[src/hw/rtl/i2cmbc_pkg.sv]
// Shared types and constants for the I2C master byte controller.
// No dependencies; imported by i2cmbc_step and i2c_master_byte_controller.

package i2cmbc_pkg;

	localparam int CNT_W_DEF = 10;          // default wait counter width
	localparam int HP_W      = 10;          // half period register width
	localparam int PADDR_W   = 3;           // byte address over 32-bit registers
	localparam int PDATA_W   = 32;

	localparam logic [HP_W-1:0] HALF_PERIOD_RST = HP_W'(10);
	localparam logic [3:0]      BITS_PER_BYTE   = 4'd8;

	// register index (paddr above the byte lanes)
	localparam logic [PADDR_W-3:0] REG_HALF_PERIOD = '0;

	// action codes
	localparam logic [2:0] ACT_TICK  = 3'd0;
	localparam logic [2:0] ACT_START = 3'd1;
	localparam logic [2:0] ACT_STOP  = 3'd2;
	localparam logic [2:0] ACT_WRITE = 3'd3;
	localparam logic [2:0] ACT_READ  = 3'd4;

	typedef enum logic [11:0] {
		PH_IDLE      = 12'h001,
		PH_START_A   = 12'h002,
		PH_START_B   = 12'h004,
		PH_START_C   = 12'h008,
		PH_STOP_A    = 12'h010,
		PH_STOP_B    = 12'h020,
		PH_STOP_C    = 12'h040,
		PH_WBIT_HIGH = 12'h080,
		PH_WBIT_LOW  = 12'h100,
		PH_RBIT_HIGH = 12'h200,
		PH_RBIT_LOW  = 12'h400,
		PH_READ_TAIL = 12'h800
	} phase_t;

	typedef enum logic [1:0] {
		KIND_START = 2'd0,
		KIND_STOP  = 2'd1,
		KIND_WRITE = 2'd2,
		KIND_READ  = 2'd3
	} kind_t;

	// controller state apart from the wait counter, whose width is a parameter
	typedef struct packed {
		phase_t     phase;
		logic [3:0] bit_index;
		logic [7:0] shift_reg;
		kind_t      kind;
		logic       scl_drive;
		logic       sda_drive;
		logic       ack_bit;
		logic       ack_to_send;
		logic [7:0] read_latch;
	} state_t;

	typedef struct packed {
		logic busy;
		logic done;
		logic rejected;
	} flags_t;

	localparam state_t ST_RESET = '{
		phase:       PH_IDLE,
		bit_index:   4'd0,
		shift_reg:   8'd0,
		kind:        KIND_START,
		scl_drive:   1'b0,
		sda_drive:   1'b0,
		ack_bit:     1'b0,
		ack_to_send: 1'b0,
		read_latch:  8'd0
	};

endpackage

[src/hw/rtl/i2cmbc_step.sv]
// Next-state logic of the I2C master: one word in, new state and status out.
// Depends on i2cmbc_pkg.

module i2cmbc_step import i2cmbc_pkg::*; #(
	parameter int COUNTER_WIDTH = CNT_W_DEF
) (
	input  state_t                   st,
	input  logic [COUNTER_WIDTH-1:0] wait_cnt,
	input  logic [HP_W-1:0]          half_period,
	input  logic [2:0]               action,
	input  logic [7:0]               byte_out,
	input  logic                     send_ack,
	input  logic                     sda_in,
	output state_t                   st_nxt,
	output logic [COUNTER_WIDTH-1:0] wait_nxt,
	output flags_t                   flags
);

	localparam int LW = (COUNTER_WIDTH > HP_W) ? COUNTER_WIDTH : HP_W;

	logic [LW-1:0]            hp_ext;
	logic [LW-1:0]            cnt_max;
	logic [COUNTER_WIDTH-1:0] load_val;
	logic                     busy;
	logic                     ent;
	logic                     fin;
	logic                     rej;
	phase_t                   ent_ph;
	state_t                   s;
	logic [COUNTER_WIDTH-1:0] w;

	// bit driven in a write-bit phase: data MSB, or the ACK/NACK bit of a read
	function automatic logic cur_wbit(state_t x);
		return (x.kind == KIND_READ) ? ~x.ack_to_send : x.shift_reg[7];
	endfunction

	// zero counts as one, above the counter range saturates
	assign hp_ext  = LW'(half_period);
	assign cnt_max = LW'({COUNTER_WIDTH{1'b1}});
	always_comb begin
		if (half_period == '0)
			load_val = COUNTER_WIDTH'(1);
		else if (hp_ext > cnt_max)
			load_val = cnt_max[COUNTER_WIDTH-1:0];
		else
			load_val = hp_ext[COUNTER_WIDTH-1:0];
	end

	assign busy = (st.phase != PH_IDLE);

	always_comb begin
		s      = st;
		w      = wait_cnt;
		ent    = 1'b0;
		fin    = 1'b0;
		rej    = 1'b0;
		ent_ph = PH_IDLE;

		case (action)
			ACT_TICK: begin
				if (busy) begin
					if (wait_cnt > COUNTER_WIDTH'(1)) begin
						w = wait_cnt - COUNTER_WIDTH'(1);
					end else begin
						case (st.phase)
							PH_START_A: begin
								ent    = 1'b1;
								ent_ph = PH_START_B;
							end
							PH_START_B: begin
								ent    = 1'b1;
								ent_ph = PH_START_C;
							end
							PH_STOP_A: begin
								ent    = 1'b1;
								ent_ph = PH_STOP_B;
							end
							PH_STOP_B: begin
								ent    = 1'b1;
								ent_ph = PH_STOP_C;
							end
							PH_WBIT_HIGH: begin
								ent    = 1'b1;
								ent_ph = PH_WBIT_LOW;
							end
							PH_WBIT_LOW: begin
								// a sent 1 is followed by SDA pulled low again
								if (cur_wbit(st))
									s.sda_drive = 1'b1;
								ent = 1'b1;
								if (st.kind == KIND_READ) begin
									ent_ph = PH_READ_TAIL;
								end else begin
									s.shift_reg = {st.shift_reg[6:0], 1'b0};
									s.bit_index = st.bit_index + 4'd1;
									ent_ph = (s.bit_index < BITS_PER_BYTE) ?
										PH_WBIT_HIGH : PH_RBIT_HIGH;
								end
							end
							PH_RBIT_HIGH: begin
								if (st.kind == KIND_READ)
									s.shift_reg = {st.shift_reg[6:0], sda_in};
								else
									s.ack_bit = sda_in;
								ent    = 1'b1;
								ent_ph = PH_RBIT_LOW;
							end
							PH_RBIT_LOW: begin
								if (st.kind == KIND_READ) begin
									s.bit_index = st.bit_index + 4'd1;
									ent    = 1'b1;
									ent_ph = (s.bit_index < BITS_PER_BYTE) ?
										PH_RBIT_HIGH : PH_WBIT_HIGH;
								end else begin
									fin = 1'b1;
								end
							end
							PH_READ_TAIL: begin
								s.read_latch = st.shift_reg;
								fin = 1'b1;
							end
							default: begin
								fin = 1'b1;
							end
						endcase
					end
				end
			end
			ACT_START, ACT_STOP, ACT_WRITE, ACT_READ: begin
				if (busy) begin
					rej = 1'b1;
				end else begin
					s.bit_index = 4'd0;
					ent = 1'b1;
					case (action)
						ACT_START: begin
							s.kind = KIND_START;
							ent_ph = PH_START_A;
						end
						ACT_STOP: begin
							s.kind = KIND_STOP;
							ent_ph = PH_STOP_A;
						end
						ACT_WRITE: begin
							s.kind      = KIND_WRITE;
							s.shift_reg = byte_out;
							ent_ph      = PH_WBIT_HIGH;
						end
						default: begin
							s.kind        = KIND_READ;
							s.shift_reg   = 8'd0;
							s.ack_to_send = send_ack;
							ent_ph        = PH_RBIT_HIGH;
						end
					endcase
				end
			end
			default: ;
		endcase

		// pin change of the phase being entered, then reload the wait
		if (ent) begin
			s.phase = ent_ph;
			w       = load_val;
			case (ent_ph)
				PH_START_A: begin
					s.scl_drive = 1'b0;
					s.sda_drive = 1'b0;
				end
				PH_START_B:  s.sda_drive = 1'b1;
				PH_START_C:  s.scl_drive = 1'b1;
				PH_STOP_A: begin
					s.scl_drive = 1'b1;
					s.sda_drive = 1'b1;
				end
				PH_STOP_B:   s.scl_drive = 1'b0;
				PH_STOP_C:   s.sda_drive = 1'b0;
				PH_WBIT_HIGH: begin
					s.sda_drive = ~cur_wbit(s);
					s.scl_drive = 1'b0;
				end
				PH_WBIT_LOW: s.scl_drive = 1'b1;
				PH_RBIT_HIGH: begin
					s.sda_drive = 1'b0;
					s.scl_drive = 1'b0;
				end
				PH_RBIT_LOW: s.scl_drive = 1'b1;
				default: ;
			endcase
		end

		if (fin) begin
			s.phase = PH_IDLE;
			w       = '0;
		end
	end

	assign st_nxt         = s;
	assign wait_nxt       = w;
	assign flags.busy     = (s.phase != PH_IDLE);
	assign flags.done     = fin;
	assign flags.rejected = rej;

endmodule

[src/hw/rtl/i2c_master_byte_controller.sv]
// I2C master byte controller: each accepted word passes the input register, then the state
// update into the result register; a stalled output holds both. Throughput one word per clock
// unless the output stalls; the whole state update is one pass of i2cmbc_step.
// Reset: controller state idle, SCL and SDA released, read data and ack cleared, half period 10.
// Depends on i2cmbc_pkg and i2cmbc_step.

module i2c_master_byte_controller import i2cmbc_pkg::*; #(
	parameter int COUNTER_WIDTH = CNT_W_DEF
) (
	input  logic               clk,
	input  logic               arst_n,
	input  logic               psel,
	input  logic               penable,
	input  logic               pwrite,
	input  logic [PADDR_W-1:0] paddr,
	input  logic [PDATA_W-1:0] pwdata,
	output logic [PDATA_W-1:0] prdata,
	output logic               pready,
	input  logic               in_valid,
	output logic               in_stall,
	input  logic [2:0]         action,
	input  logic [7:0]         byte_out,
	input  logic               send_ack,
	input  logic               sda_in,
	output logic               out_valid,
	input  logic               out_stall,
	output logic               scl_low,
	output logic               sda_low,
	output logic               busy_res,
	output logic               done_res,
	output logic [7:0]         read_data,
	output logic               ack_seen,
	output logic               rejected
);

	logic [HP_W-1:0]          half_period_q;
	logic                     reg_sel;

	logic                     valid_s1;
	logic [2:0]               action_s1;
	logic [7:0]               byte_out_s1;
	logic                     send_ack_s1;
	logic                     sda_in_s1;

	state_t                   st_q;
	logic [COUNTER_WIDTH-1:0] wait_q;
	state_t                   st_nxt;
	logic [COUNTER_WIDTH-1:0] wait_nxt;
	flags_t                   flags;

	logic                     valid_s2;
	state_t                   st_s2;
	flags_t                   flags_s2;

	logic                     adv;

	// config register
	assign pready  = 1'b1;
	assign reg_sel = (paddr[PADDR_W-1:2] == REG_HALF_PERIOD);
	assign prdata  = reg_sel ? PDATA_W'(half_period_q) : '0;

	always_ff @(posedge clk or negedge arst_n) begin
		if (!arst_n) begin
			half_period_q <= HALF_PERIOD_RST;
		end else if (psel && penable && pwrite && pready && reg_sel) begin
			half_period_q <= pwdata[HP_W-1:0];
		end
	end

	// output register frees up when empty or taken this cycle
	assign adv      = !valid_s2 || !out_stall;
	assign in_stall = valid_s1 && !adv;

	always_ff @(posedge clk or negedge arst_n) begin
		if (!arst_n) begin
			valid_s1 <= 1'b0;
		end else if (!in_stall) begin
			valid_s1 <= in_valid;
		end
	end

	always_ff @(posedge clk) begin
		if (in_valid && !in_stall) begin
			action_s1   <= action;
			byte_out_s1 <= byte_out;
			send_ack_s1 <= send_ack;
			sda_in_s1   <= sda_in;
		end
	end

	i2cmbc_step #(
		.COUNTER_WIDTH (COUNTER_WIDTH)
	) u_step (
		.st          (st_q),
		.wait_cnt    (wait_q),
		.half_period (half_period_q),
		.action      (action_s1),
		.byte_out    (byte_out_s1),
		.send_ack    (send_ack_s1),
		.sda_in      (sda_in_s1),
		.st_nxt      (st_nxt),
		.wait_nxt    (wait_nxt),
		.flags       (flags)
	);

	always_ff @(posedge clk or negedge arst_n) begin
		if (!arst_n) begin
			st_q     <= ST_RESET;
			wait_q   <= '0;
			valid_s2 <= 1'b0;
		end else begin
			if (adv)
				valid_s2 <= valid_s1;
			if (valid_s1 && adv) begin
				st_q   <= st_nxt;
				wait_q <= wait_nxt;
			end
		end
	end

	always_ff @(posedge clk) begin
		if (valid_s1 && adv) begin
			st_s2    <= st_nxt;
			flags_s2 <= flags;
		end
	end

	assign out_valid = valid_s2;
	assign scl_low   = st_s2.scl_drive;
	assign sda_low   = st_s2.sda_drive;
	assign busy_res  = flags_s2.busy;
	assign done_res  = flags_s2.done;
	assign read_data = st_s2.read_latch;
	assign ack_seen  = st_s2.ack_bit;
	assign rejected  = flags_s2.rejected;

	// wait counter runs exactly while a command is in progress
	a_wait_busy: assert property (@(posedge clk) disable iff (!arst_n)
		(st_q.phase == PH_IDLE) == (wait_q == '0))
		else $error("wait counter out of step with phase");

	a_bit_range: assert property (@(posedge clk) disable iff (!arst_n)
		st_q.bit_index <= BITS_PER_BYTE)
		else $error("bit index past one byte");

	a_done_idle: assert property (@(posedge clk) disable iff (!arst_n)
		valid_s2 && flags_s2.done |-> !flags_s2.busy && !flags_s2.rejected)
		else $error("completion reported while still busy or rejected");

	a_rej_busy: assert property (@(posedge clk) disable iff (!arst_n)
		valid_s2 && flags_s2.rejected |-> flags_s2.busy)
		else $error("command rejected while idle");

endmodule

[config.mk]
export PLATFORM = sky130hd
export DESIGN_NAME = i2c_master_byte_controller
export DESIGN_NICKNAME = d
export VERILOG_FILES = /design/src/hw/rtl/i2cmbc_pkg.sv /design/src/hw/rtl/i2cmbc_step.sv /design/src/hw/rtl/i2c_master_byte_controller.sv
export SDC_FILE = /design/constraint.sdc
export NUM_CORES = 1
export LEC_CHECK = 0
export BUFFER_PORTS_ARGS = -buffer_cell sky130_fd_sc_hd__buf_2
export CAP_MARGIN = 15
export CORE_MARGIN = 2
export CORE_UTILIZATION = 34
export DETAILED_ROUTE_END_ITERATION = 10
export PLACE_DENSITY = 0.59
export SYNTH_ARGS = -nofsm -noshare
export SYNTH_HDL_FRONTEND = slang
export SYNTH_SLANG_ARGS = --single-unit
export TNS_END_PERCENT = 10
[constraint.sdc]
create_clock -name clk -period 2.7 [get_ports clk]
set_clock_uncertainty 0.2 [all_clocks]
set_input_delay 0.54 -clock clk [delete_from_list [all_inputs] [get_ports clk]]
set_output_delay 0.54 -clock clk [all_outputs]
set_load 0.02 [all_outputs]
==> summary.md, run 1 <==
| Metric | Value |
|---|---|
| Clock-pin slew on the worst setup and hold paths | 60 ps |
| Clock share of power | 27.2% |
| Syn Area/Cell | 9.78 sq um |
| Switching Fraction | 34.7% |
| Via density | 5.23 |
| Critical Path RT | 2720 ps |
| Async set-reset flop share out of synthesis | 69.0% |
| Routed met2 length | 6050 um |
| # diodes | 0 |
| Initial DRC count | 267 |
| Share of layout cells above drive strength 1 | 33.4% |
| Hold WC Path Type | in2reg |
| Most used DFF post-synth | dfrtp_1 |
| Root Buffer | clkbuf_16 |
| Setup violators final | 0 |
| DIE WIDTH | 124 um |
| Leak | 0.00265 uW |
| Final core utilization | 44.2% |
| Yosys reg bits | 87 |
| Switching pwr | 1610 uW |
| First-pass GRT wire length | 20600 um |
| Int Power | 3040 uW |
| RSZ-0062 raised after global routing | true |
| Register area share after synthesis | 47.2% |
| Core ar. | 14000 sq um |
| Slew Viols, Final | 0 |
| Relative slew slack | 58.4% |
| Starting Density | 35.0% |
| Port bufs | 56 |
| CTS Buffer Depth | 2 |
| Placed Cells | 776 |
| Finished Cell Area | 6180 sq um |
| M1 WL | 5900 um |
| Endpoints failing hold | 0 |
| Initial antenna violation count | 0 |
| Via Count | 4166 |
| GRT Overall Usage | 17.7% |
| Worst setup path start | st_q[27]$_DFFE_PN0P_ |
| Routed Antenna Nets | 0 |
| Reg2reg path depth | 8 |
| Post-DP Area | 5750 sq um |
| Most frequent cells in the layout | 69 x buf_4, 58 x nand2_1, 56 x dfrtp_1, 56 x buf_2, 39 x o21ai_0 |
| Period utilization | 99.0% |
| Min Tclk post-route | 2670 ps |
| P&R area growth vs syn | 26.0% |
| DP HPWL | 9760 um |
| GPL Wtd Cong | 0.915 |
| Die Ht | 124 um |
| Unique masters post-synth | 66 |
| Vias in the first global route | 3945 |
| EDFF count, synth | 27 |
| Post-route insts no fill | 796 |
| Worst R2R Setup Slack | 30 ps |
| Detailed Route WL | 13000 um |
| Max_cap viols | 0 |
| Gr ovfl total | 0 |
| WS Path Type | reg2reg |
| CTS H-tree depth | 3 |
| Drt first pass iters | 4 |
| Met3 WL | 817 um |
| Critical Path Source Type | flop |
| Largest net degree at the start of global routing | 28 |
| Worst Setup EP | wait_q[7]$_DFFE_PN0P_ |
| Cts bufs inserted | 9 |
| # IOs | 104 |
| Filler instances | 1342 |
| Worst skew pair latency | 350 ps |
| Top sig layer | met4 |
| Peak VDD IR | 427 uV |
| Synth warnings | 0 |
| Commonest non-fill, non-tap cell in the layout | buf_4 |
| Post-Synthesis Cells | 501 |
| DR WL/cell | 16.4 um |
| Critical Path AT | 2700 ps |
| Crit path max fanout | 11 |
| Fin nets | 669 |
| Die area | 15400 sq um |
| Floorplan row count | 43 |
| Combinational power share | 35.8% |
| Status | complete, no violations |
| Pwr dens | 753 nW/um^2 |
| Worst R2R End | wait_q[7]$_DFFE_PN0P_ |
| CTS tree | built |
| Flop pwr share | 37.1% |
| FMAX | 0.374 GHz |
| Residual DRC | 0 |
| Syn Std Cell Area | 4900 sq um |
| Worst-Margin Slew | 618 ps |
| Setup crit end kind | flop |
| Clock Sinks | 87 |
| FF-to-FF Start | st_q[27]$_DFFE_PN0P_ |
-- sequential cells by signal, summed over array words and instances (netlist names), 3 cells and up --
name           flops
half_period_q     10
action_s1          3
st_q              38
read_data          8
wait_q            10
byte_out_s1        8
-- cell type report --
type                            instances  area (sq um)  area share, %
Sequential cell                        87          2320           37.5
Clock inverter                          6          58.8          0.952
Clock buffer                           10           239           3.87
Inverter                               10          37.5          0.608
Timing Repair Buffer                  129           868           14.1
Multi-Input combinational cell        374          2430           39.4
Tap cell                              180           225           3.65
-- power by group through the flow --
| stage | combinational [uW] | sequential (uW) | clock [uW] |
|---|---|---|---|
| final | 1660 | 1720 | 1260 |
| after global routing | 1810 | 1750 | 1350 |
| after CTS | 1540 | 1710 | 1290 |
| after detailed placement | 1510 | 1730 | 0 |
| after global placement | 1490 | 1720 | 0 |
| after floorplan | 954 | 1730 | 0 |
-- cells by family after synthesis --
kind of cell    after synthesis  synth area share [%]
simple gates                202                  21.8
compound gates              105                  13.8
flops                        87                  47.2
buf+inv                      61                  7.17
mux                          38                  8.47
fa+ha+maj                     3                 0.766
xor+xnor                      3                 0.536
other cells                   2                 0.153
-- how the worst min path moves through the flow --
stage,start,cells past startpoint,slack (ps),to
finish,byte_out[4],1,170,byte_out_s1[4]$_DFFE_PP_
global route,byte_out[3],1,150,byte_out_s1[3]$_DFFE_PP_
floorplan,arst_n,0,40,half_period_q[0]$_DFFE_PN0P_
global placement,wait_q[8]$_DFFE_PN0P_,2,270,wait_q[8]$_DFFE_PN0P_
detailed placement,wait_q[8]$_DFFE_PN0P_,2,280,wait_q[8]$_DFFE_PN0P_
CTS,byte_out[5],1,150,byte_out_s1[5]$_DFFE_PP_
-- per-layer routing --
metal | up-vias | global-route usage (%)
met2 | 156 | 27.1
li1 | 1997 | -
met5 | - | 0
met1 | 1993 | 24.8
met3 | 20 | 3.66
met4 | 0 | 5.97
-- through the flow --
stage | power, uW | TNS (ps) | setup slack, ps | hold WS, ps
2_1_floorplan | 2690 | -9.26 | -6.53 | 44.4
3_3_place_gp | 3220 | -104 | -17.0 | 273
3_5_place_dp | 3250 | -547 | -80.5 | 277
4_1_cts | 4540 | 0 | 16.3 | 154
5_1_grt | 4910 | -465 | -75.8 | 154
6_report | 4650 | 0 | 27.4 | 165
-- cell usage after synthesis (all sizes together), types with 3 or more instances --
library cell | n | area (sq um)
a22oi | 6 | 45.0
buf | 32 | 243
nor2 | 34 | 128
a211oi | 3 | 22.5
mux2i | 10 | 100
nand4 | 5 | 31.3
nand2b | 5 | 31.3
nor3 | 21 | 120
and3 | 4 | 25.0
a21o | 3 | 22.5
inv | 10 | 37.5
nor4 | 14 | 103
o21ai | 47 | 246
ha | 3 | 37.5
edfxtp | 27 | 811
nand2 | 59 | 229
a21oi | 16 | 83.8
dfstp | 3 | 78.8
nand3 | 17 | 95.1
dfrtp | 57 | 1430
nor2b | 13 | 81.3
nand4b | 3 | 26.3
clkbuf | 19 | 71.3
o31ai | 4 | 35.0
or2 | 4 | 27.5
a211o | 3 | 26.3
mux2 | 28 | 315
or4 | 5 | 45.0
and2 | 6 | 37.5
a31oi | 6 | 37.5
or3 | 4 | 25.0
-- critical path, stage by stage, from the launching register on --
cell and delay [ps]:
dfrtp_1 420, or4_4 570, or4_4 450, a21oi_4 160, a311oi_4 80, o21ai_4 220, buf_12 160, mux2i_2 210
o21ai_1 80
-- repair_timing --
| action | in CTS | in global routing |
|---|---|---|
| pin swaps | 0 | 14 |
| buffers inserted | 0 | 3 |
| setup endpoints to repair | 9 | 24 |
| gates resized for setup | 3 | 18 |
| hold buffers | 1 | 0 |
| endpoints found under the hold margin | 12 | 0 |
No activity file was read; power rests on OpenSTA's default activity.
==> run 2: changes to the inputs <==
Settings changed: CORE_UTILIZATION 34 to 45, PLACE_DENSITY 0.59 to 0.7.
==> run 2 against run 1 <==
Against the previous run: sequential power barely moved; largest cell class unchanged; clock power fell by 21%; die area fell by 24%; total power fell by 5.3%; first-iteration DRC count fell by 12%; critical endpoint unchanged; count of clock-buffer cells in the layout rose by 2; worst setup slack got worse by 10 ps; routed wire length fell by 1.8%; non-clock buffer count fell by 4.
==> summary.md, run 2 (synthesized netlist as in run 1, its figures left out) <==
| Metric | Value |
|---|---|
| Commonest non-fill, non-tap cell in the layout | buf_4 (unchanged) |
| Post-DP Area | 5680 sq um (was 5750 sq um) |
| Finished Cell Area | 6080 sq um (was 6180 sq um) |
| Hold WC Path Type | in2reg (unchanged) |
| Cts bufs inserted | 9 (unchanged) |
| Die Ht | 108 um (was 124 um) |
| Leading registers by flop count | st_q (38), half_period_q (10), wait_q (10) (unchanged) |
| Status | complete, no violations (unchanged) |
| CTS H-tree depth | 3 (unchanged) |
| Initial antenna violation count | 0 (unchanged) |
| Pwr dens | 724 nW/um^2 (was 753 nW/um^2) |
| Post-route insts no fill | 752 (was 796) |
| Crit path max fanout | 11 (unchanged) |
| Leak | 0.00260 uW (was 0.00265 uW) |
| Max reg flops | 38 (unchanged) |
| Flop pwr share | 38.7% (was 37.1%) |
| Port bufs | 56 (unchanged) |
| FMAX | 0.373 GHz (was 0.374 GHz) |
| Fin nets | 665 (was 669) |
| Largest net degree at the start of global routing | 61 (was 28) |
| Largest Register | st_q (unchanged) |
| Slew Viols, Final | 0 (unchanged) |
| Initial DRC count | 236 (was 267) |
| GRT Overall Usage | 22.9% (was 17.7%) |
| Root Buffer | clkbuf_8 (was clkbuf_16) |
| Hold WS | 141 ps (was 165 ps) |
| Total negative slack | 0 ps (unchanged) |
| First-pass GRT wire length | 20600 um (about the same) |
| Int Power | 2830 uW (was 3040 uW) |
| Floorplan row count | 38 (was 43) |
| Via density | 5.54 (was 5.23) |
| Endpoints failing hold | 0 (unchanged) |
| DP HPWL | 9300 um (was 9760 um) |
| Vias in the first global route | 4087 (was 3945) |
| # IOs | 104 (unchanged) |
| DR WL/cell | 17.0 um (was 16.4 um) |
| Min Tclk post-route | 2680 ps (was 2670 ps) |
| Drt first pass iters | 4 (unchanged) |
| Max_cap viols | 0 (unchanged) |
| Detailed Route WL | 12800 um (was 13000 um) |
| CTS tree | built (unchanged) |
| Core ar. | 10700 sq um (was 14000 sq um) |
| Share of layout cells above drive strength 1 | 34.0% (was 33.4%) |
| Switching pwr | 1570 uW (was 1610 uW) |
| Relative slew slack | 55.9% (was 58.4%) |
| Critical Path AT | 2730 ps (was 2700 ps) |
| Routed Antenna Nets | 0 (unchanged) |
| Worst-Margin Slew | 655 ps (was 618 ps) |
| Filler instances | 958 (was 1342) |
| Reg2reg path depth | 8 (unchanged) |
| Placed Cells | 731 (was 776) |
| Critical Path Source Type | flop (unchanged) |
| DIE WIDTH | 108 um (was 124 um) |
| Most frequent cells in the layout | 61 x buf_4, 57 x nand2_1, 56 x dfrtp_1, 56 x buf_2, 34 x o21ai_0 (was 69 x buf_4, 58 x nand2_1, 56 x dfrtp_1, 56 x buf_2, 39 x o21ai_0) |
| Setup crit end kind | flop (unchanged) |
| Switching Fraction | 35.8% (was 34.7%) |
| Period utilization | 99.4% (was 99.0%) |
| Combinational power share | 38.8% (was 35.8%) |
| Starting Density | 45.6% (was 35.0%) |
| Final core utilization | 56.6% (was 44.2%) |
| Critical Path RT | 2750 ps (was 2720 ps) |
| P&R area growth vs syn | 24.0% (was 26.0%) |
| WS Path Type | reg2reg (unchanged) |
| CTS Buffer Depth | 2 (unchanged) |
| Clock-pin slew on the worst setup and hold paths | 90 ps (was 60 ps) |
| Residual DRC | 0 (unchanged) |
| RSZ-0062 raised after global routing | true (unchanged) |
| Clock Sinks | 87 (unchanged) |
| # diodes | 0 (unchanged) |
| Setup violators final | 0 (unchanged) |
| Worst skew pair latency | 370 ps (was 350 ps) |
| Clock share of power | 22.5% (was 27.2%) |
| Gr ovfl total | 0 (unchanged) |
| GPL Wtd Cong | 0.934 (was 0.915) |
| Via Count | 4163 (was 4166) |
| Die area | 11700 sq um (was 15400 sq um) |
| Peak VDD IR | 437 uV (was 427 uV) |
| Hold path depth | 1 (unchanged) |
[run 2: cell types whose count changed in the layout (fill, tap and decap cells not counted), sizes merged]
cell	before	now
clkbuf	10	12
clkinv	3	2
buf	128	124
inv	11	10
[run 2: layout make-up]
type                       count  area (sq um)  area share (%)
timing repair buffer         125           862            14.2
multi-input combinational    374          2470            40.6
clock buffer                  12           166            2.74
tap                          140           175            2.88
clock inverter                 4          51.3           0.844
inverter                      10          37.5           0.617
sequential                    87          2320            38.1
[run 2: path summary, 6_finish.rpt]
path,startpoint,end,slack [ps]
max,st_q[27]$_DFFE_PN0P_,wait_q[7]$_DFFE_PN0P_,20
min,byte_out[1],byte_out_s1[1]$_DFFE_PP_,140
max reg2reg,st_q[27]$_DFFE_PN0P_,wait_q[7]$_DFFE_PN0P_,20
min reg2reg,wait_q[8]$_DFFE_PN0P_,wait_q[8]$_DFFE_PN0P_,300
max in group asynchronous,arst_n,half_period_q[3]$_DFFE_PN1P_,1480
min in group asynchronous,arst_n,st_q[33]$_DFFE_PN0P_,500
[run 2: stage by stage]
step	power, uW	worst slack, ps
2_1_floorplan	2690	-6.53
3_3_place_gp	3210	-1.49
3_5_place_dp	3250	-33.4
4_1_cts	4270	9.94
5_1_grt	4650	-66.4
6_report	4400	17.1
[run 2: critical path: stages, from the launching register on]
cell      delay (ps)
dfrtp_1          420
or4_4            560
or4_4            460
a21oi_4          180
a311oi_4          90
o21ai_4          210
buf_12           160
mux2i_1          200
o21ai_1           90
[run 2: power by group through the flow]
stage / clock, uW / sequential [uW] / combinational (uW)
floorplan: 0 / 1730 / 954
global placement: 0 / 1720 / 1490
detailed placement: 0 / 1730 / 1520
CTS: 1010 / 1700 / 1560
global route: 1060 / 1730 / 1860
finish: 992 / 1700 / 1710
[run 2: repair_timing]
item,CTS,global route
endpoints found under the hold margin,57,0
gates resized for setup,6,31
pin swaps,3,8
endpoints found under the setup margin,12,52
setup buffers,1,3
hold buffers,1,0
[run 2: metal layers]
metal	wire length (um)	track usage [%]
met3	704	3.50
met4	250	8.42
met1	5620	31.0
met2	6220	37.5
met5	0	0
